### src/mvm_pkg.sv
// ----------------------------------------------------------------------------
// mvm_pkg
// Shared types and constants for the streamed matrix-vector product.
// ----------------------------------------------------------------------------
package mvm_pkg;

    localparam int DEF_MAX_COLS = 256;
    localparam int DEF_MAX_ROWS = 1024;

    localparam int VAL_W   = 16;   // Q8.8 element
    localparam int PROD_W  = 32;   // Q16.16 product
    localparam int SUM_W   = 40;   // Q24.16 accumulator
    localparam int IDX_W   = 10;   // row index on the result
    localparam int ROWC_W  = 11;   // row_count register
    localparam int COLC_W  = 9;    // col_count register
    localparam int CFGD_W  = 11;   // widest register
    localparam int OUTD_W  = 56;   // row_sum and row_index, padded to bytes
    localparam int QUEUE_DEPTH = 4;

    // Register indexes.
    localparam logic REG_ROW_COUNT = 1'b0;
    localparam logic REG_COL_COUNT = 1'b1;

    // Input kinds.
    localparam logic KIND_VECTOR = 1'b0;
    localparam logic KIND_MATRIX = 1'b1;

    // One multiply-accumulate operation handed from the front to the back.
    typedef struct packed {
        logic signed [VAL_W-1:0] a;
        logic signed [VAL_W-1:0] b;
        logic                    first;
        logic                    end_row;
        logic                    last;
        logic [IDX_W-1:0]        row_idx;
    } t_op;

endpackage

### src/mvm_front.sv
// ----------------------------------------------------------------------------
// mvm_front
// Accepts input items, keeps the vector store and the column and row
// positions, and issues one operation per matrix element to the queue.
// ----------------------------------------------------------------------------
module mvm_front #(
    parameter int MAX_COLS = mvm_pkg::DEF_MAX_COLS,
    parameter int MAX_ROWS = mvm_pkg::DEF_MAX_ROWS
) (
    input  logic                              i_clk,
    input  logic                              i_rst_n,
    input  logic                              i_valid,
    output logic                              o_ready,
    input  logic                              i_kind,
    input  logic signed [mvm_pkg::VAL_W-1:0]  i_value,
    input  logic [$clog2(MAX_COLS+1)-1:0]     i_col_lim,
    input  logic [$clog2(MAX_ROWS+1)-1:0]     i_row_lim,
    output logic                              o_push,
    output mvm_pkg::t_op                      o_op,
    input  logic                              i_q_full
);

    localparam int AW  = $clog2(MAX_COLS);
    localparam int FW  = $clog2(MAX_COLS + 1);
    localparam int RPW = (MAX_ROWS > 1) ? $clog2(MAX_ROWS) : 1;

    logic signed [mvm_pkg::VAL_W-1:0] r_store [MAX_COLS];

    logic [FW-1:0]  r_fill, n_fill;
    logic [AW-1:0]  r_col, n_col;
    logic [RPW-1:0] r_row, n_row;
    logic           r_s1_valid, n_s1_valid;
    mvm_pkg::t_op   r_s1_op;
    logic signed [mvm_pkg::VAL_W-1:0] r_s1_b;

    logic          accept;
    logic          acc_vec;
    logic          acc_mat;
    logic [FW-1:0] fill_idx;
    logic          end_row;
    logic          last_row;
    logic [31:0]   row_wide;

    assign o_ready  = !r_s1_valid || !i_q_full;
    assign accept   = i_valid && o_ready;
    assign acc_vec  = accept && (i_kind == mvm_pkg::KIND_VECTOR);
    assign acc_mat  = accept && (i_kind == mvm_pkg::KIND_MATRIX);
    assign o_push   = r_s1_valid && !i_q_full;

    // A full store starts the next vector from the first entry.
    assign fill_idx = (r_fill >= i_col_lim) ? '0 : r_fill;
    assign end_row  = (32'(r_col) + 32'd1 >= 32'(i_col_lim));
    assign last_row = (32'(r_row) + 32'd1 >= 32'(i_row_lim));
    assign row_wide = 32'(r_row);

    always_comb begin
        o_op   = r_s1_op;
        o_op.b = r_s1_b;
    end

    always_comb begin
        n_fill     = r_fill;
        n_col      = r_col;
        n_row      = r_row;
        n_s1_valid = o_push ? 1'b0 : r_s1_valid;
        if (acc_vec) begin
            n_fill = fill_idx + FW'(1);
            n_col  = '0;
            n_row  = '0;
        end else if (acc_mat) begin
            n_s1_valid = 1'b1;
            if (end_row) begin
                n_col = '0;
                n_row = last_row ? '0 : r_row + RPW'(1);
            end else begin
                n_col = r_col + AW'(1);
            end
        end
    end

    always_ff @(posedge i_clk) begin
        if (!i_rst_n) begin
            r_fill     <= '0;
            r_col      <= '0;
            r_row      <= '0;
            r_s1_valid <= 1'b0;
        end else begin
            r_fill     <= n_fill;
            r_col      <= n_col;
            r_row      <= n_row;
            r_s1_valid <= n_s1_valid;
        end
    end

    // Vector store, one write or one registered read per cycle.
    always_ff @(posedge i_clk) begin
        if (acc_vec) begin
            r_store[fill_idx[AW-1:0]] <= i_value;
        end
        if (acc_mat) begin
            r_s1_b <= r_store[r_col];
        end
    end

    always_ff @(posedge i_clk) begin
        if (acc_mat) begin
            r_s1_op.a       <= i_value;
            r_s1_op.b       <= '0;
            r_s1_op.first   <= (r_col == '0);
            r_s1_op.end_row <= end_row;
            r_s1_op.last    <= last_row;
            r_s1_op.row_idx <= row_wide[mvm_pkg::IDX_W-1:0];
        end
    end

endmodule

### config.mk
export PLATFORM = sky130hd
export DESIGN_NAME = mvm_front
export DESIGN_NICKNAME = d
export VERILOG_FILES = /design/src/mvm_pkg.sv /design/src/mvm_front.sv
export SDC_FILE = /design/constraint.sdc
export NUM_CORES = 2
export LEC_CHECK = 0
export BUFFER_PORTS_ARGS = -buffer_cell sky130_fd_sc_hd__buf_2
export CELL_PAD_IN_SITES_DETAIL_PLACEMENT = 1
export CELL_PAD_IN_SITES_GLOBAL_PLACEMENT = 1
export CORE_UTILIZATION = 50
export DETAILED_ROUTE_END_ITERATION = 8
export PLACE_DENSITY_LB_ADDON = 0.1
export SYNTH_ARGS = -nofsm -noshare
export SYNTH_HDL_FRONTEND = slang
export SYNTH_SLANG_ARGS = --single-unit
export TNS_END_PERCENT = 100
### constraint.sdc
create_clock -name i_clk -period 7.27 [get_ports i_clk]
set_clock_uncertainty 0.05 [all_clocks]
set_input_delay 0.3635 -clock i_clk [delete_from_list [all_inputs] [get_ports i_clk]]
set_output_delay 0.3635 -clock i_clk [all_outputs]
set_load 0.1 [all_outputs]
==> impl_metrics.toml <==
[run_status]
status = "finished, violations left"
violations = "max-capacitance violations"

[place]
hpwl_mm = 304.2
routabilityCongestion = 0.8777
portBuffers = 87
pre_cts_ws_ns = 1.813
dp_cells = 11915
placed_area_sq_um = 168800

[clock_network]
max-clock-path-buffers = 4
cts_buffers = 427
cts_tree = "yes"
clkSlewWorstSetupHoldPaths_ns = 0.06
h-tree-depth = 5
clk_latency_ns = 0.97
clock_sinks = 4169
ctsRootBufferMaster = "clkbuf_16"

[power_and_ir_drop]
pwr-share-seq = 0.525
power_frac_clock = 0.429
fin_total_pwr_mw = 50.44
p_sw_mw = 10.84
pwr-share-comb = 0.046
power_switching_share = 0.2149
peakVddDrop_v = 0.0002507
intPower_mw = 39.60
p_leak_nw = 56.16
power.density_nw_per_um2 = 276.2

[setup_path]
critPathTopFamily = "simple AND/OR/NAND/NOR gates"
cp-end-kind = "flip-flop"
cp_max_fo = 30
worst-setup-path-type = "reg -> reg"
rr_worst_depth = 9
crit_arrival_ns = 6.16
path_cells = "nor2b_4, buf_4, a22oi_1, a211oi_1, a31oi_1, o22ai_1, nor3_1, nor4_1, a31oi_1"
critPathLaunchType = "flip-flop"
worst-path-stages = 9
path_buf_inv = 1
cpPeakStageDelay_ns = 1.06
crit_required_ns = 7.89
cp_slowest_cell = "nor4_1"
critPathMostFrequentCell = "a31oi_1"

[layout]
final_cell_mix = "edfxtp_1 (4141), mux4_2 (959), clkbuf_16 (434)"
fin_cells = 12725
drive_gt1_frac = 0.2593
stdcell_area_sq_um = 182600
finalNetCount = 8138
layout_commonest_cell = "edfxtp_1"
area_growth_syn_to_layout_pct = 12.58

[yosys]
synthesis.nets = 7762
netlist_area_sq_um = 162200
synth-edff-count = 4141
synth.distinct_cells = 71
synthCells = 7685
syn_avg_cell_area_sq_um = 21.10
ys_seq_area_frac = 0.7701
synth_ff_type = "edfxtp_1"
yosys_warnings = 0
synth-seq-cells = 4169
synthArstFlopShare = 0

[global_routing]
grt_pass1_vias = 84693
grt_max_degree = 153
antenna_found_initial = 26
overflow = 0
grtUsageTotal = 0.3111
grt_first_pass_wirelength_mm = 698.2

[timing]
rsz0062_at_grt = "false"
tightest_slew_ns = 1.474
slew_viol_final = 0
relSlewSlack = 0.01517
hold_violations = 0
max_freq_mhz = 180.6
fin_ws_ns = 1.732
post-route-min-period_ns = 5.538
min_period_over_period = 0.7618
setup_tns_ns = 0
setup_violations = 0

[detailed_routing]
wl_per_cell_um = 39.82
wl_mm = 506.7
dr.first_iter.drc_count = 11240
dr_total_vias = 83719
vias_per_cell = 6.579
firstDrtPassIters = 6
post-route-drc-count = 0
final_antenna_net_count = 0

[floorplan]
die_area_sq_um = 326700
core-area_sq_um = 321900
num_io_pins = 88
chipWidth_um = 571.5
die_h_um = 571.5
start_util = 0.5038
num_rows = 208

[worst_hold_path]
hold_depth = 8
hp-class = "in -> reg"

[run]
max_cap_viol_count = 1
## what timing repair did
item                                    CTS  global route
buffers inserted                          0             0
hold buffers                             21             0
hold endpoints to repair                954             0
gates resized for setup                   0             0
endpoints found under the setup margin    0             0
## per-layer routing
layer	GRT usage	vias to the layer above	share of wire
li1	-	32901	-
met3	0.05353	827	0.085
met1	0.4331	45714	0.39
met4	0.1224	12	0.045
met2	0.4943	4265	0.48
met5	0	-	0.00016
## stage by stage
stage | hold slack [ns] | util
2_1_floorplan | 0.4010 | -
3_3_place_gp | 0.4214 | 0.5243
3_5_place_dp | 0.4374 | 0.5244
4_1_cts | 0.02687 | 0.5671
5_1_grt | 0.1254 | 0.5672
6_report | 0.09492 | 0.5672
## power by group through the flow
stage | combinational [mW] | clock (mW) | sequential [mW]
final | 2.34 | 21.6 | 26.5
after global routing | 2.44 | 22.6 | 26.5
after CTS | 2.36 | 21.8 | 26.5
after detailed placement | 2.34 | 0 | 27.0
after global placement | 2.30 | 0 | 27.0
after floorplan | 1.29 | 0 | 27.0
## worst paths after layout
check / start / end / slack (ns)
worst max-delay path: r_col[1] / r_s1_b[1] / 1.73
worst min-delay path: i_row_lim[10] / r_row[2] / 0.09
worst max register to register: r_col[1] / r_s1_b[1] / 1.73
worst min register to register: r_fill[0] / r_fill[0] / 0.44
## layout make-up
cell class,count,area (sq um)
diodes,6,15.01
clock buffers,528,11210
clock inverters,254,2344
fillers,27117,139300
inverters,40,176.4
multi-input cells,3023,35170
flip-flops and latches,4169,124900
well taps,4305,5386
repair buffers,400,3357
## sequential cells by signal (all words and copies together), names as in the netlist
register    cells
r_s1_valid      1
r_col           8
r_store      4096
r_row          10
r_fill          9
r_s1_b         16
o_op           29
## cells in the mapped netlist, types with 28 or more instances
cell	number	area share
a21oi_1	150	0.0046
a22oi_1	79	0.0037
buf_6	57	0.0040
a221oi_1	52	0.0028
nor2_1	338	0.0078
buf_1	39	0.00090
o22ai_1	52	0.0020
dfxtp_1	28	0.0035
buf_4	60	0.0028
inv_1	35	0.00081
nand4_1	45	0.0017
ha_1	36	0.0028
nand2_1	356	0.0082
mux4_2	959	0.13
mux2i_1	345	0.021
clkbuf_1	163	0.0038
o21ai_0	89	0.0027
edfxtp_1	4141	0.77
nand3_1	134	0.0041
buf_2	127	0.0039
nor3_1	43	0.0013
a31oi_1	43	0.0017
## cell families (layout without fill, tap and decap cells)
group	Yosys count	after routing	synth area share
AO/OA/AOI/OAI	633	633	0.02628
XOR/XNOR	13	13	0.0007020
adder cells (fa/ha/maj)	36	36	0.002777
buffers and inverters	493	1222	0.01684
flip-flops	4169	4169	0.7701
multiplexers	1328	1328	0.1561
other	0	6	0
AND/OR/NAND/NOR	1013	1013	0.02712
## worst min-delay path, cell delays in order
cell and delay (ns):
buf_2 0.10, inv_1 0.05, ha_1 0.14, a21oi_1 0.07, nand2_1 0.08, a211oi_1 0.05, o21ai_0 0.13, o21ai_0 0.08
Power figures use the tool's default switching activity.
