$ cat src/mvm_pkg.sv
// ----------------------------------------------------------------------------
// mvm_pkg
// Shared types and constants for the streamed matrix-vector product.
// ----------------------------------------------------------------------------
package mvm_pkg;

    localparam int DEF_MAX_COLS = 256;
    localparam int DEF_MAX_ROWS = 1024;

    localparam int VAL_W   = 16;   // Q8.8 element
    localparam int PROD_W  = 32;   // Q16.16 product
    localparam int SUM_W   = 40;   // Q24.16 accumulator
    localparam int IDX_W   = 10;   // row index on the result
    localparam int ROWC_W  = 11;   // row_count register
    localparam int COLC_W  = 9;    // col_count register
    localparam int CFGD_W  = 11;   // widest register
    localparam int OUTD_W  = 56;   // row_sum and row_index, padded to bytes
    localparam int QUEUE_DEPTH = 4;

    // Register indexes.
    localparam logic REG_ROW_COUNT = 1'b0;
    localparam logic REG_COL_COUNT = 1'b1;

    // Input kinds.
    localparam logic KIND_VECTOR = 1'b0;
    localparam logic KIND_MATRIX = 1'b1;

    // One multiply-accumulate operation handed from the front to the back.
    typedef struct packed {
        logic signed [VAL_W-1:0] a;
        logic signed [VAL_W-1:0] b;
        logic                    first;
        logic                    end_row;
        logic                    last;
        logic [IDX_W-1:0]        row_idx;
    } t_op;

endpackage

$ cat src/mvm_queue.sv
// ----------------------------------------------------------------------------
// mvm_queue
// Short first-in first-out queue of operations between front and back.
// ----------------------------------------------------------------------------
module mvm_queue (
    input  logic         i_clk,
    input  logic         i_rst_n,
    input  logic         i_push,
    input  mvm_pkg::t_op i_op,
    output logic         o_full,
    input  logic         i_pop,
    output logic         o_valid,
    output mvm_pkg::t_op o_op
);

    localparam int PW = $clog2(mvm_pkg::QUEUE_DEPTH);
    localparam int CW = $clog2(mvm_pkg::QUEUE_DEPTH + 1);

    mvm_pkg::t_op r_mem [mvm_pkg::QUEUE_DEPTH];
    logic [PW-1:0] r_wr, n_wr;
    logic [PW-1:0] r_rd, n_rd;
    logic [CW-1:0] r_cnt, n_cnt;

    assign o_full  = (r_cnt == CW'(mvm_pkg::QUEUE_DEPTH));
    assign o_valid = (r_cnt != '0);
    assign o_op    = r_mem[r_rd];

    always_comb begin
        n_wr  = i_push ? r_wr + PW'(1) : r_wr;
        n_rd  = i_pop  ? r_rd + PW'(1) : r_rd;
        n_cnt = r_cnt;
        if (i_push && !i_pop) begin
            n_cnt = r_cnt + CW'(1);
        end else if (!i_push && i_pop) begin
            n_cnt = r_cnt - CW'(1);
        end
    end

    always_ff @(posedge i_clk) begin
        if (!i_rst_n) begin
            r_wr  <= '0;
            r_rd  <= '0;
            r_cnt <= '0;
        end else begin
            r_wr  <= n_wr;
            r_rd  <= n_rd;
            r_cnt <= n_cnt;
        end
    end

    always_ff @(posedge i_clk) begin
        if (i_push) begin
            r_mem[r_wr] <= i_op;
        end
    end

endmodule

$ cat config.mk
export PLATFORM = sky130hd
export DESIGN_NAME = mvm_queue
export DESIGN_NICKNAME = d
export VERILOG_FILES = /design/src/mvm_pkg.sv /design/src/mvm_queue.sv
export SDC_FILE = /design/constraint.sdc
export NUM_CORES = 1
export LEC_CHECK = 0
export ABC_AREA = 1
export BUFFER_PORTS_ARGS = -buffer_cell sky130_fd_sc_hd__buf_2
export CORE_ASPECT_RATIO = 1.25
export CORE_UTILIZATION = 61
export DETAILED_ROUTE_END_ITERATION = 8
export PLACE_DENSITY = 0.88
export SLEW_MARGIN = 20
export SYNTH_ARGS = -nofsm -noshare
export SYNTH_HDL_FRONTEND = slang
export SYNTH_SLANG_ARGS = --single-unit
$ cat constraint.sdc
create_clock -name i_clk -period 3.2 [get_ports i_clk]
set_clock_uncertainty 0.05 [all_clocks]
set_input_delay 0.32 -clock i_clk [delete_from_list [all_inputs] [get_ports i_clk]]
set_output_delay 0.32 -clock i_clk [all_outputs]
set_load 0.02 [all_outputs]
==> flow_summary_export.csv, run 1 <==
group,metric,value,unit
outcome,status,"complete, no violations",
sta,setup_violations,0,
clock_tree,root_buffer,"clkbuf_16",
floorplan,die_height,124,um
floorplan,core,0.0116,mm^2
sta,fin_crit,2.64,ns
logic_synthesis,netlist_area,0.00725,mm^2
final_layout,final_cell_mix,"edfxtp_1, nor2_1, buf_2, o21ai_1, o22ai_1",
setup_path,rrSetupSlack,1.15,ns
sta,worst_slew_pin_slew,1.03,ns
setup_path,slowest_delay,0.78,ns
clock_tree,cts_tree,"built",
clock_tree,worstSkewPairLatency,0.42,ns
route,drc,0,
power_and_ir_drop,p_leak,2.94,nW
global_route,first_global_vias,4287,
floorplan,ioPinCount,96,
route,wl_met2,7510,um
route,via_count,4483,
clock_tree,cts_setup_buffers,0,
power_and_ir_drop,power_frac_clock,38.1,%
placed_design,port_buffers,95,
logic_synthesis,synth.avg_cell_area,14.7,um^2
clock_tree,ctsResizeCount,0,
job,drv_cap,0,
logic_synthesis,synth_seq_cells,189,
clock_tree,numCtsBuffers,17,
clock_tree,cts.sinks,189,
setup_path,setup.worst_path.class,"reg -> out",
setup_path,endpoint,"o_op[4]",
global_route,grt_first_pass_wirelength,21500,um
route,routed_wl,14500,um
final_layout,final_common_cell,"edfxtp_1",
final_layout,drive_above_1_share,23.1,%
floorplan,rows,44,
clock_tree,hold_buffers,0,
clock_tree,clock_path_buffers,2,
route,vias_per_cell,5.91,
setup_path,cp.arrival,2.27,ns
power_and_ir_drop,p_per_area,668,mW/mm^2
power_and_ir_drop,ir_drop,446,uV
placed_design,place_area,0.00766,mm^2
worst_hold_path,hold_path.class,"in -> reg",
final_layout,fin_area,0.00826,mm^2
global_route,grt_max_degree,91,
power_and_ir_drop,p_switching,0.00131,W
logic_synthesis,synth_cell_type_count,21,
sta,max_slew_margin,31.1,%
route,routed.top_layer,"met5",
setup_path,crit_buf_inv,2,
final_layout,area_delta_synth_final,13.9,%
setup_path,start_kind,"flip-flop",
global_route,track_usage,24.0,%
route,ant_nets,0,
final_layout,nFillCells,744,
power_and_ir_drop,power.internal,0.00421,W
setup_path,required,2.83,ns
power_and_ir_drop,p_seq_share,52.1,%
setup_path,path_depth,4,
sta,hold_violations,0,
logic_synthesis,yosysSeqAreaShare,77.0,%
sta,slew_violations,0,
setup_path,ff2ff_path_depth,4,
power_and_ir_drop,power_frac_comb,9.8,%
route,wl_per_cell,19.2,um
setup_path,path_delay_family,"flip-flops",
floorplan,fp.dieArea,0.0123,mm^2
setup_path,slowest_stage,"dfxtp_4",
route,detail_route.iter0.violations,449,
setup_path,reg2reg_from,"r_wr[0]",
placed_design,place.gp.congestion,0.733,
floorplan,initial_utilization,62.4,%
setup_path,critPathCaptureType,"output pin",
sta,min_period_over_period,82.5,%
clock_tree,h-tree-depth,4,
setup_path,worstPathCellList,"buf_4 > o21ai_1 > o22ai_1 > buf_2",
sta,holdWs,0.0591,ns
route,dr_wl_met3,1110,um
placed_design,post-dp-hpwl,7990,um
power_and_ir_drop,switching_share,23.7,%
clock_tree,cts.clk_slew.worst_paths,0.07,ns
sta,setup_tns,0,ns
sta,rsz0062_at_grt,"false",
global_route,grt_overflow_total,0,
route,wl_met1,5520,um
setup_path,r2r_end,"r_mem[2][32]",
logic_synthesis,synth.net_count,549,
floorplan,die_width,99.5,um
route,drt-pass1-iter-count,5,
sta,max_freq,379,MHz
global_route,antenna_found_initial,2,
final_layout,final_nets,640,
setup_path,path_max_fanout,61,
logic_synthesis,syn_inst,494,
logic_synthesis,ys_warn_count,0,
[per-stage QoR]
stage	instances	util, %	total power [W]	setup slack [ns]
6_report	759	71.1	0.00552	0.560
2_1_floorplan	494	-	0.00329	1.28
3_5_place_dp	727	66.0	0.00346	1.04
3_3_place_gp	727	66.0	0.00343	1.11
5_1_grt	759	71.1	0.00566	0.438
4_1_cts	758	71.1	0.00552	0.571
[kinds of logic after synthesis]
kind of cell	after synthesis	share of synthesized area, %
adders and majority gates	6	1.14
AOI/OAI and AO/OA	145	10.8
DFF	189	77.0
and+or+nand+nor	109	5.71
buffers and inverters	45	5.33
[worst min path at each step]
stage	from	to	slack [ns]	cells past startpoint
3_3_place_gp	r_rd[1]	flip-flop	0.37	1
6_report	i_op[2]	r_mem[2][2]	0.06	1
5_1_grt	i_op[19]	r_mem[1][19]	0.05	1
3_5_place_dp	r_rd[1]	flip-flop	0.39	1
4_1_cts	i_op[19]	r_mem[3][19]	0.04	1
2_1_floorplan	r_rd[1]	flip-flop	0.36	1
[Yosys cell counts]
master,n,area [um^2]
a21oi_1,4,20.0
buf_12,5,100
buf_2,8,40.0
buf_4,4,30.0
buf_6,7,78.8
buf_8,4,60.1
clkinv_2,1,5.00
dfxtp_1,9,180
edfxtp_1,180,5410
fa_1,1,20.0
ha_1,5,62.6
inv_1,15,56.3
inv_12,1,16.3
nand2_1,10,37.5
nand3_1,1,5.00
nand4_1,1,6.26
nor2_1,96,360
nor3_1,1,5.00
o21ai_0,36,180
o21ai_1,60,300
o22ai_1,45,282
[power by group through the flow]
stage | clock [W] | sequential (W) | combinational (W)
after floorplan | 0 | 0.00290 | 0.000391
after global placement | 0 | 0.00292 | 0.000511
after detailed placement | 0 | 0.00293 | 0.000535
after CTS | 0.00211 | 0.00287 | 0.000541
after global routing | 0.00219 | 0.00288 | 0.000586
final | 0.00211 | 0.00287 | 0.000540
[sequential cells by signal (all words and copies together) (netlist names), named ones only]
name,flops
r_rd,2
r_mem,180
r_wr,2
r_cnt,3
[routing by layer]
layer  vias to the layer above  track usage, %
met3                        37            6.06
met1                      2205            29.1
met2                       219            40.4
met4                         2            12.2
met5                         -               0
li1                       2020               -
[layout make-up]
type                            count  area (um^2)  share of cell area, %
Tap cell                          161          201                   2.44
Multi-Input combinational cell    260         1280                   15.5
Inverter                           17         78.8                  0.954
Sequential cell                   189         5590                   67.7
Clock buffer                       17          425                   5.15
Timing Repair Buffer              100          513                   6.21
Clock inverter                     14          170                   2.06
Antenna cell                        1         2.50                 0.0303
Power figures use the tool's default switching activity.
==> run 2, diff against run 1 <==
Settings changed: CORE_UTILIZATION 61 to 51, PLACE_DENSITY 0.88 to 0.79.
Clock period 3.2 ns to 2.17 ns, I/O delays scaled along.
==> run 2 against run 1 <==
  * Die area up 19%
  * Non-clock buffer count is 49 higher
  * First-iteration DRC count shrank 29%
  * Sequential power is 47% higher
  * Clock power up 40%
  * Final cell count up 8.3%
  * Setup slack got worse by 0.50 ns
  * Count of clock-buffer cells in the layout up 1
  * Register-to-register slack worse by 0.56 ns
  * Largest cell class unchanged
==> flow_summary_export.csv, run 2 (synthesized netlist as in run 1, its figures left out) <==
group,metric,value,unit
setup_path,path_delay_family,"buffers and inverters",
sta,worst_slew_pin_slew,0.399,ns
route,via_count,4569,
floorplan,core,0.0139,mm^2
setup_path,setup.worst_path.class,"reg -> out",
sta,hold_violations,0,
power_and_ir_drop,p_leak,3.15,nW
global_route,grt_overflow_total,0,
global_route,grt_first_pass_wirelength,22900,um
clock_tree,cts_tree,"built",
route,detail_route.iter0.violations,317,
global_route,first_global_vias,4618,
floorplan,initial_utilization,52.3,%
final_layout,fin_cells,822,
setup_path,required,1.90,ns
clock_tree,h-tree-depth,4,
sta,max_slew_margin,73.4,%
placed_design,place_ws,0.478,ns
placed_design,dp_cells,745,
final_layout,drive_above_1_share,21.8,%
final_layout,final_nets,689,
global_route,antenna_found_initial,0,
setup_path,crit_buf_inv,2,
final_layout,n_antenna_cell,0,
clock_tree,worstSkewPairLatency,0.42,ns
final_layout,nFillCells,998,
setup_path,path_max_fanout,24,
route,routed_wl,14900,um
setup_path,cp.arrival,1.84,ns
setup_path,slowest_delay,0.49,ns
setup_path,start_kind,"flip-flop",
setup_path,slowest_stage,"dfxtp_4",
sta,rsz0062_at_grt,"true",
placed_design,place.gp.congestion,0.734,
clock_tree,numCtsBuffers,17,
route,drc,0,
clock_tree,clock_path_buffers,2,
global_route,grt_max_degree,91,
power_and_ir_drop,p_per_area,920,mW/mm^2
clock_tree,cts.sinks,189,
route,drt-pass1-iter-count,5,
floorplan,rows,48,
final_layout,final_common_cell,"edfxtp_1",
sta,fin_crit,2.11,ns
worst_hold_path,hold_path.class,"in -> reg",
route,vias_per_cell,5.56,
clock_tree,cts.clk_slew.worst_paths,0.07,ns
outcome,status,"complete, no violations",
route,wl_per_cell,18.1,um
clock_tree,root_buffer,"clkbuf_16",
final_layout,top_regs,"r_mem x180, r_cnt x3",
setup_path,critPathCaptureType,"output pin",
setup_path,worstPathCellList,"buf_4 > o21ai_1 > o22ai_1 > buf_2",
job,drv_cap,0,
sta,setup_violations,0,
sta,slew_violations,0,
final_layout,top_register,"r_mem",
power_and_ir_drop,ir_drop,509,uV
sta,max_freq,474,MHz
final_layout,area_delta_synth_final,21.3,%
final_layout,largest_register_ffs,180,
clock_tree,cts_setup_buffers,0,
route,ant_nets,0,
sta,min_period_over_period,97.3,%
floorplan,die_height,135,um
floorplan,ioPinCount,96,
global_route,track_usage,21.2,%
floorplan,fp.dieArea,0.0147,mm^2
placed_design,port_buffers,95,
final_layout,final_cell_mix,"edfxtp_1, nor2_1, buf_2, o21ai_1",
floorplan,die_width,109,um
sta,layout_setup_ws,0.0590,ns
placed_design,post-dp-hpwl,8670,um
==> run 2: cell count changes in the layout (fill, tap and decap cells not counted), moves of 2 or more <==
| cell | change |
|---|---|
| buf_6 | +2 |
| clkinv_2 | -3 |
| dlygate4sd3_1 | +45 |
| buf_4 | -2 |
| buf_12 | +4 |
| clkinvlp_4 | +2 |
==> run 2: per-stage QoR <==
step / hold slack [ns] / setup TNS (ns) / power, W / area, um^2 / util [%]
finish: 0.0631 / 0 / 0.00809 / 8790 / 63.4
detailed placement: 0.384 / 0 / 0.00513 / 7760 / 55.9
global placement: 0.367 / 0 / 0.00509 / 7760 / 55.9
CTS: 0.0465 / 0 / 0.00812 / 8780 / 63.3
global route: 0.0653 / -0.0875 / 0.00834 / 8790 / 63.4
floorplan: 0.266 / 0 / 0.00485 / 7250 / -
==> run 2: timing repair <==
| item | CTS | global route |
|---|---|---|
| hold buffers | 45 | 0 |
| setup endpoints to repair | 0 | 20 |
| hold endpoints to repair | 177 | 0 |
| gates resized for setup | 0 | 3 |
==> run 2: worst paths after layout <==
path                  start          end  slack [ns]  depth (start not counted)
hold / removal      i_rst_n     r_cnt[2]        0.06                          3
setup / recovery  flip-flop     o_op[37]        0.06                          4
hold reg to reg     r_rd[1]    flip-flop        0.47                          1
setup reg to reg    r_wr[0]  r_mem[0][6]        0.59                          5
==> run 2: routing by layer <==
metal / share of wire, % / up-vias / global-route usage, %
met5: 0 / - / 0
met2: 53 / 188 / 36.8
li1: - / 2130 / -
met4: 3.0 / 0 / 11.6
met1: 39 / 2214 / 24.4
met3: 5.1 / 37 / 4.33
==> run 2: layout make-up <==
cell class                 instances  area, um^2  share of cell area (%)
clock inverter                    14         145                    1.65
timing repair buffer             149        1050                    12.0
clock buffer                      18         429                    4.88
inverter                          17        78.8                   0.897
sequential                       189        5590                    63.6
tap                              175         219                    2.49
multi-input combinational        260        1280                    14.5
==> run 2: power by group <==
| part | total [W] | internal, W | switching (W) |
|---|---|---|---|
| registers | 0.00422 | 0.00416 | 0.0000559 |
| clock network | 0.00296 | 0.00169 | 0.00127 |
| logic | 0.000911 | 0.000309 | 0.000601 |
==> run 2: worst min-delay path: cells and delay by family <==
family                 cells  cell delay [ns]
buffers and inverters      1             0.15
AND/OR/NAND/NOR            2             0.13
