## config.mk

```make
export PLATFORM = sky130hd
export DESIGN_NAME = mvm_back
export DESIGN_NICKNAME = d
export VERILOG_FILES = /design/src/mvm_pkg.sv /design/src/mvm_back.sv
export SDC_FILE = /design/constraint.sdc
export NUM_CORES = 1
export LEC_CHECK = 0
export BUFFER_PORTS_ARGS = -buffer_cell sky130_fd_sc_hd__buf_4
export CORE_MARGIN = 2
export CORE_UTILIZATION = 32
export DETAILED_ROUTE_END_ITERATION = 6
export GPL_ROUTABILITY_DRIVEN = 0
export HOLD_SLACK_MARGIN = 0.06
export PLACE_DENSITY = 0.55
export SLEW_MARGIN = 25
export SYNTH_ARGS = -nofsm -noshare
export SYNTH_HDL_FRONTEND = slang
export SYNTH_SLANG_ARGS = --single-unit
```

## constraint.sdc

```tcl
create_clock -name i_clk -period 6 [get_ports i_clk]
set_input_delay 0.3 -clock i_clk [delete_from_list [all_inputs] [get_ports i_clk]]
set_output_delay 0.3 -clock i_clk [all_outputs]
set_load 0.05 [all_outputs]
```

## src/mvm_pkg.sv

```systemverilog
// ----------------------------------------------------------------------------
// mvm_pkg
// Shared types and constants for the streamed matrix-vector product.
// ----------------------------------------------------------------------------
package mvm_pkg;

    localparam int DEF_MAX_COLS = 256;
    localparam int DEF_MAX_ROWS = 1024;

    localparam int VAL_W   = 16;   // Q8.8 element
    localparam int PROD_W  = 32;   // Q16.16 product
    localparam int SUM_W   = 40;   // Q24.16 accumulator
    localparam int IDX_W   = 10;   // row index on the result
    localparam int ROWC_W  = 11;   // row_count register
    localparam int COLC_W  = 9;    // col_count register
    localparam int CFGD_W  = 11;   // widest register
    localparam int OUTD_W  = 56;   // row_sum and row_index, padded to bytes
    localparam int QUEUE_DEPTH = 4;

    // Register indexes.
    localparam logic REG_ROW_COUNT = 1'b0;
    localparam logic REG_COL_COUNT = 1'b1;

    // Input kinds.
    localparam logic KIND_VECTOR = 1'b0;
    localparam logic KIND_MATRIX = 1'b1;

    // One multiply-accumulate operation handed from the front to the back.
    typedef struct packed {
        logic signed [VAL_W-1:0] a;
        logic signed [VAL_W-1:0] b;
        logic                    first;
        logic                    end_row;
        logic                    last;
        logic [IDX_W-1:0]        row_idx;
    } t_op;

endpackage

```

## src/mvm_back.sv

```systemverilog
// ----------------------------------------------------------------------------
// mvm_back
// Multiplies, accumulates the row sum and holds each finished row in the
// output register until it is taken.
// ----------------------------------------------------------------------------
module mvm_back (
    input  logic                                i_clk,
    input  logic                                i_rst_n,
    input  logic                                i_q_valid,
    input  mvm_pkg::t_op                        i_op,
    output logic                                o_pop,
    output logic                                o_valid,
    input  logic                                i_ready,
    output logic signed [mvm_pkg::SUM_W-1:0]    o_sum,
    output logic [mvm_pkg::IDX_W-1:0]           o_idx,
    output logic                                o_last
);

    logic                               adv;
    logic                               r_m_valid;
    logic signed [mvm_pkg::PROD_W-1:0]  r_prod;
    logic                               r_m_first;
    logic                               r_m_end;
    logic                               r_m_last;
    logic [mvm_pkg::IDX_W-1:0]          r_m_idx;
    logic signed [mvm_pkg::SUM_W-1:0]   r_acc;
    logic signed [mvm_pkg::SUM_W-1:0]   sum_next;
    logic                               r_out_valid, n_out_valid;
    logic                               load_out;

    assign adv      = !r_out_valid || i_ready;
    assign o_pop    = i_q_valid && adv;
    assign load_out = adv && r_m_valid && r_m_end;

    // The first column of a row starts the sum afresh.
    assign sum_next = (r_m_first ? '0 : r_acc)
                    + {{(mvm_pkg::SUM_W - mvm_pkg::PROD_W){r_prod[mvm_pkg::PROD_W-1]}},
                       r_prod};

    always_comb begin
        n_out_valid = r_out_valid;
        if (load_out) begin
            n_out_valid = 1'b1;
        end else if (i_ready) begin
            n_out_valid = 1'b0;
        end
    end

    always_ff @(posedge i_clk) begin
        if (!i_rst_n) begin
            r_m_valid   <= 1'b0;
            r_out_valid <= 1'b0;
        end else begin
            if (adv) begin
                r_m_valid <= o_pop;
            end
            r_out_valid <= n_out_valid;
        end
    end

    always_ff @(posedge i_clk) begin
        if (o_pop) begin
            r_prod    <= i_op.a * i_op.b;
            r_m_first <= i_op.first;
            r_m_end   <= i_op.end_row;
            r_m_last  <= i_op.last;
            r_m_idx   <= i_op.row_idx;
        end
        if (adv && r_m_valid) begin
            r_acc <= sum_next;
        end
        if (load_out) begin
            o_sum  <= sum_next;
            o_idx  <= r_m_idx;
            o_last <= r_m_last;
        end
    end

    assign o_valid = r_out_valid;

endmodule

```

==> results.sh, run 1 <==
export IMPL_outcome="finished, final reports clean"
export IMPL_synth_cells=1569
export IMPL_worstSetupEndpointType="flip-flop"
export IMPL_dieArea_mm2=0.05304
export IMPL_diodes=0
export IMPL_grt_pass1_vias=11630
export IMPL_yosys_area_top_type="fa_1"
export IMPL_antenna_found_initial=0
export IMPL_min_period_over_period_pct=92.11
export IMPL_ys_ff_latch=138
export IMPL_setup_viol=0
export IMPL_cp_cell_sequence="buf_4 > nand2_1 > inv_1 > fa_1 > fa_1 > fa_1 > fa_1 > fa_1 > inv_1 > fa_1 > inv_1 > ha_1 > a21oi_1 > o21ai_0 > a21oi_1 > a2bb2oi_1 > buf_4 > o211ai_1 > o31ai_1 > o211ai_1"
export IMPL_crit_top_cell="fa_1"
export IMPL_max_stage_delay_ns=0.76
export IMPL_yosysMostFrequentCell="inv_1"
export IMPL_synth_avg_cell_area_um2=10.45
export IMPL_ys_seq_area_share_pct=25.16
export IMPL_period_needed_ns=5.527
export IMPL_wl_um=36390
export IMPL_worstPathMaxFanout=8
export IMPL_wire_per_inst_um=15.34
export IMPL_maxSlewHeadroom_pct=49.35
export IMPL_cp_start_kind="input port"
export IMPL_cts_sinks=138
export IMPL_worstMarginPinSlew_ns=0.7500
export IMPL_synthTopCellsByCount="inv_1, fa_1, nand2_1, edfxtp_1, and2_1"
export IMPL_critical_path_slowest_cell="fa_1"
export IMPL_hp_class="input port to flip-flop"
export IMPL_syn_num_nets=2002
export IMPL_cp_arrival_ns=5.68
export IMPL_drtIter0Drc=512
export IMPL_regToRegSetupSlack_ns=2.27
export IMPL_nFillCells=4982
export IMPL_cts_made_buffers=17
export IMPL_worstHoldStart="i_rst_n"
export IMPL_crit_start="i_op[14]"
export IMPL_start_util_pct=32.53
export IMPL_crit_required_ns=6.15
export IMPL_syn_area_mm2=0.01639
export IMPL_coreArea_mm2=0.05038
export IMPL_root_buffer="clkbuf_16"
export IMPL_cp_depth=20
export IMPL_die_h_um=230.3
export IMPL_netlist_area_leader_share_pct=32.12
export IMPL_multi_input_area_mm2=0.01097
export IMPL_worst_r2r_path_depth=12
export IMPL_antenna_left=0
export IMPL_r2r_start="r_m_first"
export IMPL_yosysWarnings=0
export IMPL_grt_use_total_pct=14.19
export IMPL_io_buffers=101
export IMPL_synth_edff_count=136
export IMPL_fp_dieW_um=230.3
export IMPL_cts_max_level=4
export IMPL_syn_to_final_growth_pct=14.20
export IMPL_async_reset_ff_share_pct=0
export IMPL_cts_tree="yes"
export IMPL_drive_gt1_share_pct=10.65
export IMPL_min_path_cells=2
export IMPL_route_vias_total=10880
export IMPL_rsz0062_at_grt="false"
export IMPL_grt_pass1_wl_um=60600
export IMPL_ys_types=68
export IMPL_hpwl_um=29830
export IMPL_grt_max_degree=52
export IMPL_final_core_util_pct=37.15
export IMPL_grt_overflow_total=0
export IMPL_crit_buf_inv=5
export IMPL_drv_slew=0
export IMPL_cp_top_family="adder cells"
export IMPL_finalClockSkew_ns=0.01090
export IMPL_critPathKind="input port to flip-flop"
export IMPL_num_nets_final=2120
export IMPL_tns_ns=0
export IMPL_detail_route_vias_per_cell=4.585
export IMPL_fmax_mhz=180.9
export IMPL_regArea_mm2=0.004124
export IMPL_cts_buffer_depth=2
export IMPL_first_pass_iters=5
export IMPL_drc=0
export IMPL_io_pins=102
export IMPL_ys_flop_type="edfxtp_1"
export IMPL_synth_area_leaders="fa_1, edfxtp_1, ha_1"
export IMPL_row_count=82
export IMPL_max_cap_viol_count=0
export IMPL_hold_violations=0
export IMPL_insertion_delay_ns=0.42
export IMPL_clk_pin_slew_worst_paths_ns=0.06
## worst reg2reg max path: cells and delay by family (launching register included)
kind / cells / cell delay, ns
flip-flops: 1 / 0.37
AO/OA/AOI/OAI: 6 / 1.87
buffers and inverters: 2 / 0.27
adder cells (fa/ha/maj): 2 / 0.57
AND/OR/NAND/NOR: 2 / 0.36
## state kept, by name, summed over array words and instances, names as in the netlist
signal,count
o_sum,40
r_prod,32
r_m_idx,10
r_m_end,1
o_idx,10
o_valid,1
r_m_first,1
r_acc,40
r_m_valid,1
o_last,1
r_m_last,1
## cells in the final DEF, fill, tap and decap left out, drive strengths merged, types with 13 or more instances in the layout
| cell type | count |
|---|---|
| nand2b | 15 |
| nand2 | 151 |
| ha | 121 |
| buf | 125 |
| nor3 | 21 |
| a21oi | 66 |
| fa | 263 |
| xnor2 | 49 |
| and2 | 129 |
| nor2 | 52 |
| dlygate4sd3 | 13 |
| nor2b | 42 |
| edfxtp | 136 |
| inv | 304 |
| o21ai | 40 |
| a21o | 22 |
| clkbuf | 20 |
| xor2 | 16 |
## cells by family (layout without fill, tap and decap cells)
family | Yosys count | count (layout) | share of synthesized area [%]
xor+xnor | 65 | 65 | 3.474
compound gates | 197 | 197 | 8.222
fa+ha+maj | 384 | 384 | 41.36
mux | 1 | 1 | 0.06108
simple gates | 445 | 445 | 13.83
flops | 138 | 138 | 25.16
buf+inv | 339 | 470 | 7.894
## metrics by stage
| step | instance area (µm²) | instances | setup slack, ns | hold WS [ns] |
|---|---|---|---|---|
| 6_report | 18720 | 2372 | 0.4734 | 0.09735 |
| 5_1_grt | 18720 | 2372 | 0.1629 | 0.08218 |
| 4_1_cts | 18690 | 2371 | 0.4730 | 0.07473 |
| 3_5_place_dp | 18000 | 2326 | 0.01581 | 0.4057 |
| 3_3_place_gp | 18000 | 2326 | 0.1104 | 0.4005 |
| 2_1_floorplan | 16390 | 1569 | 0.3152 | 0.3989 |
## final timing paths
| kind | end |
|---|---|
| setup reg to reg | o_sum[24] |
| setup / recovery | r_prod[31] |
| hold reg to reg | o_idx[1] |
| hold / removal | r_m_valid |
## final cells by class
type | count | share of cell area [%]
clock buffer | 20 | 2.387
multi-input combinational | 1092 | 58.63
clock inverter | 12 | 0.6083
tap | 672 | 4.492
sequential | 138 | 22.03
inverter | 300 | 6.030
timing repair buffer | 138 | 5.816
## metal layers
metal	vias to the layer above	part of all wire (%)	routed length, µm	track usage (%)
li1	5222	-	-	-
met1	5408	51	18590	20.47
met2	228	44	16070	22.97
met3	17	4.0	1455	1.724
met4	0	0.76	278	2.843
met5	-	0	0	0
## what timing repair did
item	4_1_cts	5_1_grt
buffers inserted	0	0
resized for setup	0	0
hold buffers	13	0
hold endpoints to repair	13	0
Power of run 1 is not shown: default switching activity piles up to over one toggle a cycle in this logic, so the estimate is an artifact.
==> run 2: changes to the inputs <==
--- a/config.mk
+++ b/config.mk
@@ -12,7 +12,8 @@
 export GPL_ROUTABILITY_DRIVEN = 0
 export HOLD_SLACK_MARGIN = 0.06
 export PLACE_DENSITY = 0.55
-export SLEW_MARGIN = 25
+export RECOVER_POWER = 50
+export SLEW_MARGIN = 10
 export SYNTH_ARGS = -nofsm -noshare
 export SYNTH_HDL_FRONTEND = slang
 export SYNTH_SLANG_ARGS = --single-unit
==> results.sh, run 2 (synthesized netlist as in run 1, its figures left out) <==
export IMPL_outcome="finished with violations"
export IMPL_violations="max-capacitance violations, max-slew violations"
export IMPL_setup_viol=0
export IMPL_use_met2_pct=22.83
export IMPL_antenna_found_initial=0
export IMPL_crit_required_ns=6.15
export IMPL_regToRegSetupSlack_ns=1.83
export IMPL_met1_usage_pct=20.64
export IMPL_row_count=82
export IMPL_period_needed_ns=5.579
export IMPL_fin_ws_ns=0.4207
export IMPL_antenna_left=0
export IMPL_max_cap_viol_count=2
export IMPL_cts_buffer_depth=2
export IMPL_crit_start="i_op[14]"
export IMPL_cts_tree="yes"
export IMPL_cp_start_kind="input port"
export IMPL_final_cell_mix="inv_1, fa_1, nand2_1"
export IMPL_route_vias_total=10810
export IMPL_cts_max_level=4
export IMPL_grt_max_degree=52
export IMPL_wl_um=36270
export IMPL_clk_pin_slew_worst_paths_ns=0.06
export IMPL_grt_use_total_pct=14.19
export IMPL_coreArea_mm2=0.05038
export IMPL_io_pins=102
export IMPL_crit_buf_inv=4
export IMPL_drc=0
export IMPL_grt_overflow_total=0
export IMPL_maxSlewHeadroom_pct=-82.31
export IMPL_worstSetupEndpointType="flip-flop"
export IMPL_syn_to_final_growth_pct=13.18
export IMPL_grt_use_met3_pct=1.736
export IMPL_start_util_pct=32.53
export IMPL_hp_class="input port to flip-flop"
export IMPL_worst_r2r_path_depth=11
export IMPL_drive_gt1_share_pct=7.240
export IMPL_detail_route_vias_per_cell=4.559
export IMPL_io_buffers=101
export IMPL_drtIter0Drc=417
export IMPL_cp_top_family="adder cells"
export IMPL_num_nets_final=2119
export IMPL_finalClockSkew_ns=0.01044
export IMPL_wire_per_inst_um=15.30
export IMPL_critical_path_slowest_cell="fa_1"
export IMPL_dieArea_mm2=0.05304
export IMPL_fmax_mhz=179.2
export IMPL_die_h_um=230.3
export IMPL_grt_pass1_wl_um=60840
export IMPL_min_period_over_period_pct=92.99
export IMPL_tns_ns=0
export IMPL_cts_made_buffers=17
export IMPL_cp_cell_sequence="buf_4 > clkbuf_1 > nand2_1 > fa_1 > fa_1 > fa_1 > fa_1 > inv_1 > fa_1 > fa_1 > ha_1 > a21oi_1 > o21ai_0 > a21oi_1 > a2bb2oi_1 > buf_4 > o211ai_1 > o31ai_1 > o211ai_1"
export IMPL_grt_pass1_vias=11650
export IMPL_crit_path_end="r_prod[31]"
export IMPL_final_common_cell="inv_1"
export IMPL_r2r_start="r_m_first"
export IMPL_max_stage_delay_ns=0.54
export IMPL_cp_depth=19
export IMPL_timing_rr_end="r_acc[39]"
export IMPL_root_buffer="clkbuf_16"
export IMPL_critPathKind="input port to flip-flop"
export IMPL_worstPathMaxFanout=9
export IMPL_grt_busiest_layer="met2"
export IMPL_first_pass_iters=5
export IMPL_diodes=0
export IMPL_hold_violations=0
export IMPL_cts_sinks=138
export IMPL_reg_top3="o_sum x40, r_acc x40, r_prod x32"
export IMPL_worstMarginPinSlew_ns=2.733
export IMPL_crit_top_cell="fa_1"
export IMPL_hpwl_um=29830
export IMPL_insertion_delay_ns=0.42
export IMPL_post_place_ws_ns=0.01004
export IMPL_fp_dieW_um=230.3
export IMPL_drv_slew=90
export IMPL_cp_arrival_ns=5.73
export IMPL_rsz0062_at_grt="false"
export IMPL_nFillCells=5011
export IMPL_final_core_util_pct=36.82
export IMPL_postCtsSetupRepairBufs=0
[run 2: routing by layer]
layer  part of all wire (%)  vias to the layer above
met1                     51                     5351
met4                    1.0                        0
met3                    3.9                       30
met2                     44                      204
li1                       -                     5224
met5                      0                        -
[run 2: worst min path at each step]
stage                     cells past startpoint   endpoint  slack, ns  startpoint
after global routing                          2  r_m_valid       0.09     i_rst_n
after global placement                        0   o_idx[7]       0.40  r_m_idx[7]
after CTS                                     2  r_m_valid       0.08     i_rst_n
final                                         2  r_m_valid       0.11     i_rst_n
after floorplan                               0    r_m_end       0.40    i_op[11]
after detailed placement                      0   o_idx[2]       0.41  r_m_idx[2]
[run 2: timing repair]
item / in CTS / in global routing
gates resized for setup: 0 / 0
hold buffers: 13 / 0
hold endpoints to repair: 13 / 0
[run 2: layout make-up]
type / count / area [µm²] / area share, %
repair buffers: 137 / 854.6 / 4.607
well taps: 672 / 840.8 / 4.533
flip-flops and latches: 138 / 4124 / 22.23
clock inverters: 10 / 167.7 / 0.9038
multi-input cells: 1092 / 10970 / 59.15
clock buffers: 22 / 464.2 / 2.502
inverters: 300 / 1126 / 6.070
[run 2: metrics by stage]
stage / cells / area [µm²] / hold WS, ns
floorplan: 1569 / 16390 / 0.3989
global placement: 2326 / 18000 / 0.4005
detailed placement: 2326 / 18000 / 0.4057
CTS: 2371 / 18760 / 0.07851
global route: 2371 / 18550 / 0.08619
finish: 2371 / 18550 / 0.1057
[run 2: worst register-to-register path, delay by kind of cell, from the launching register on]
family / cells / cell delay, ns
DFF: 1 / 0.32
adders and majority gates: 1 / 0.35
and+or+nand+nor: 2 / 0.35
muxes: 1 / 0.16
AOI/OAI and AO/OA: 5 / 1.69
buffers and inverters: 2 / 1.09
Power of run 2 is left out for the same reason.
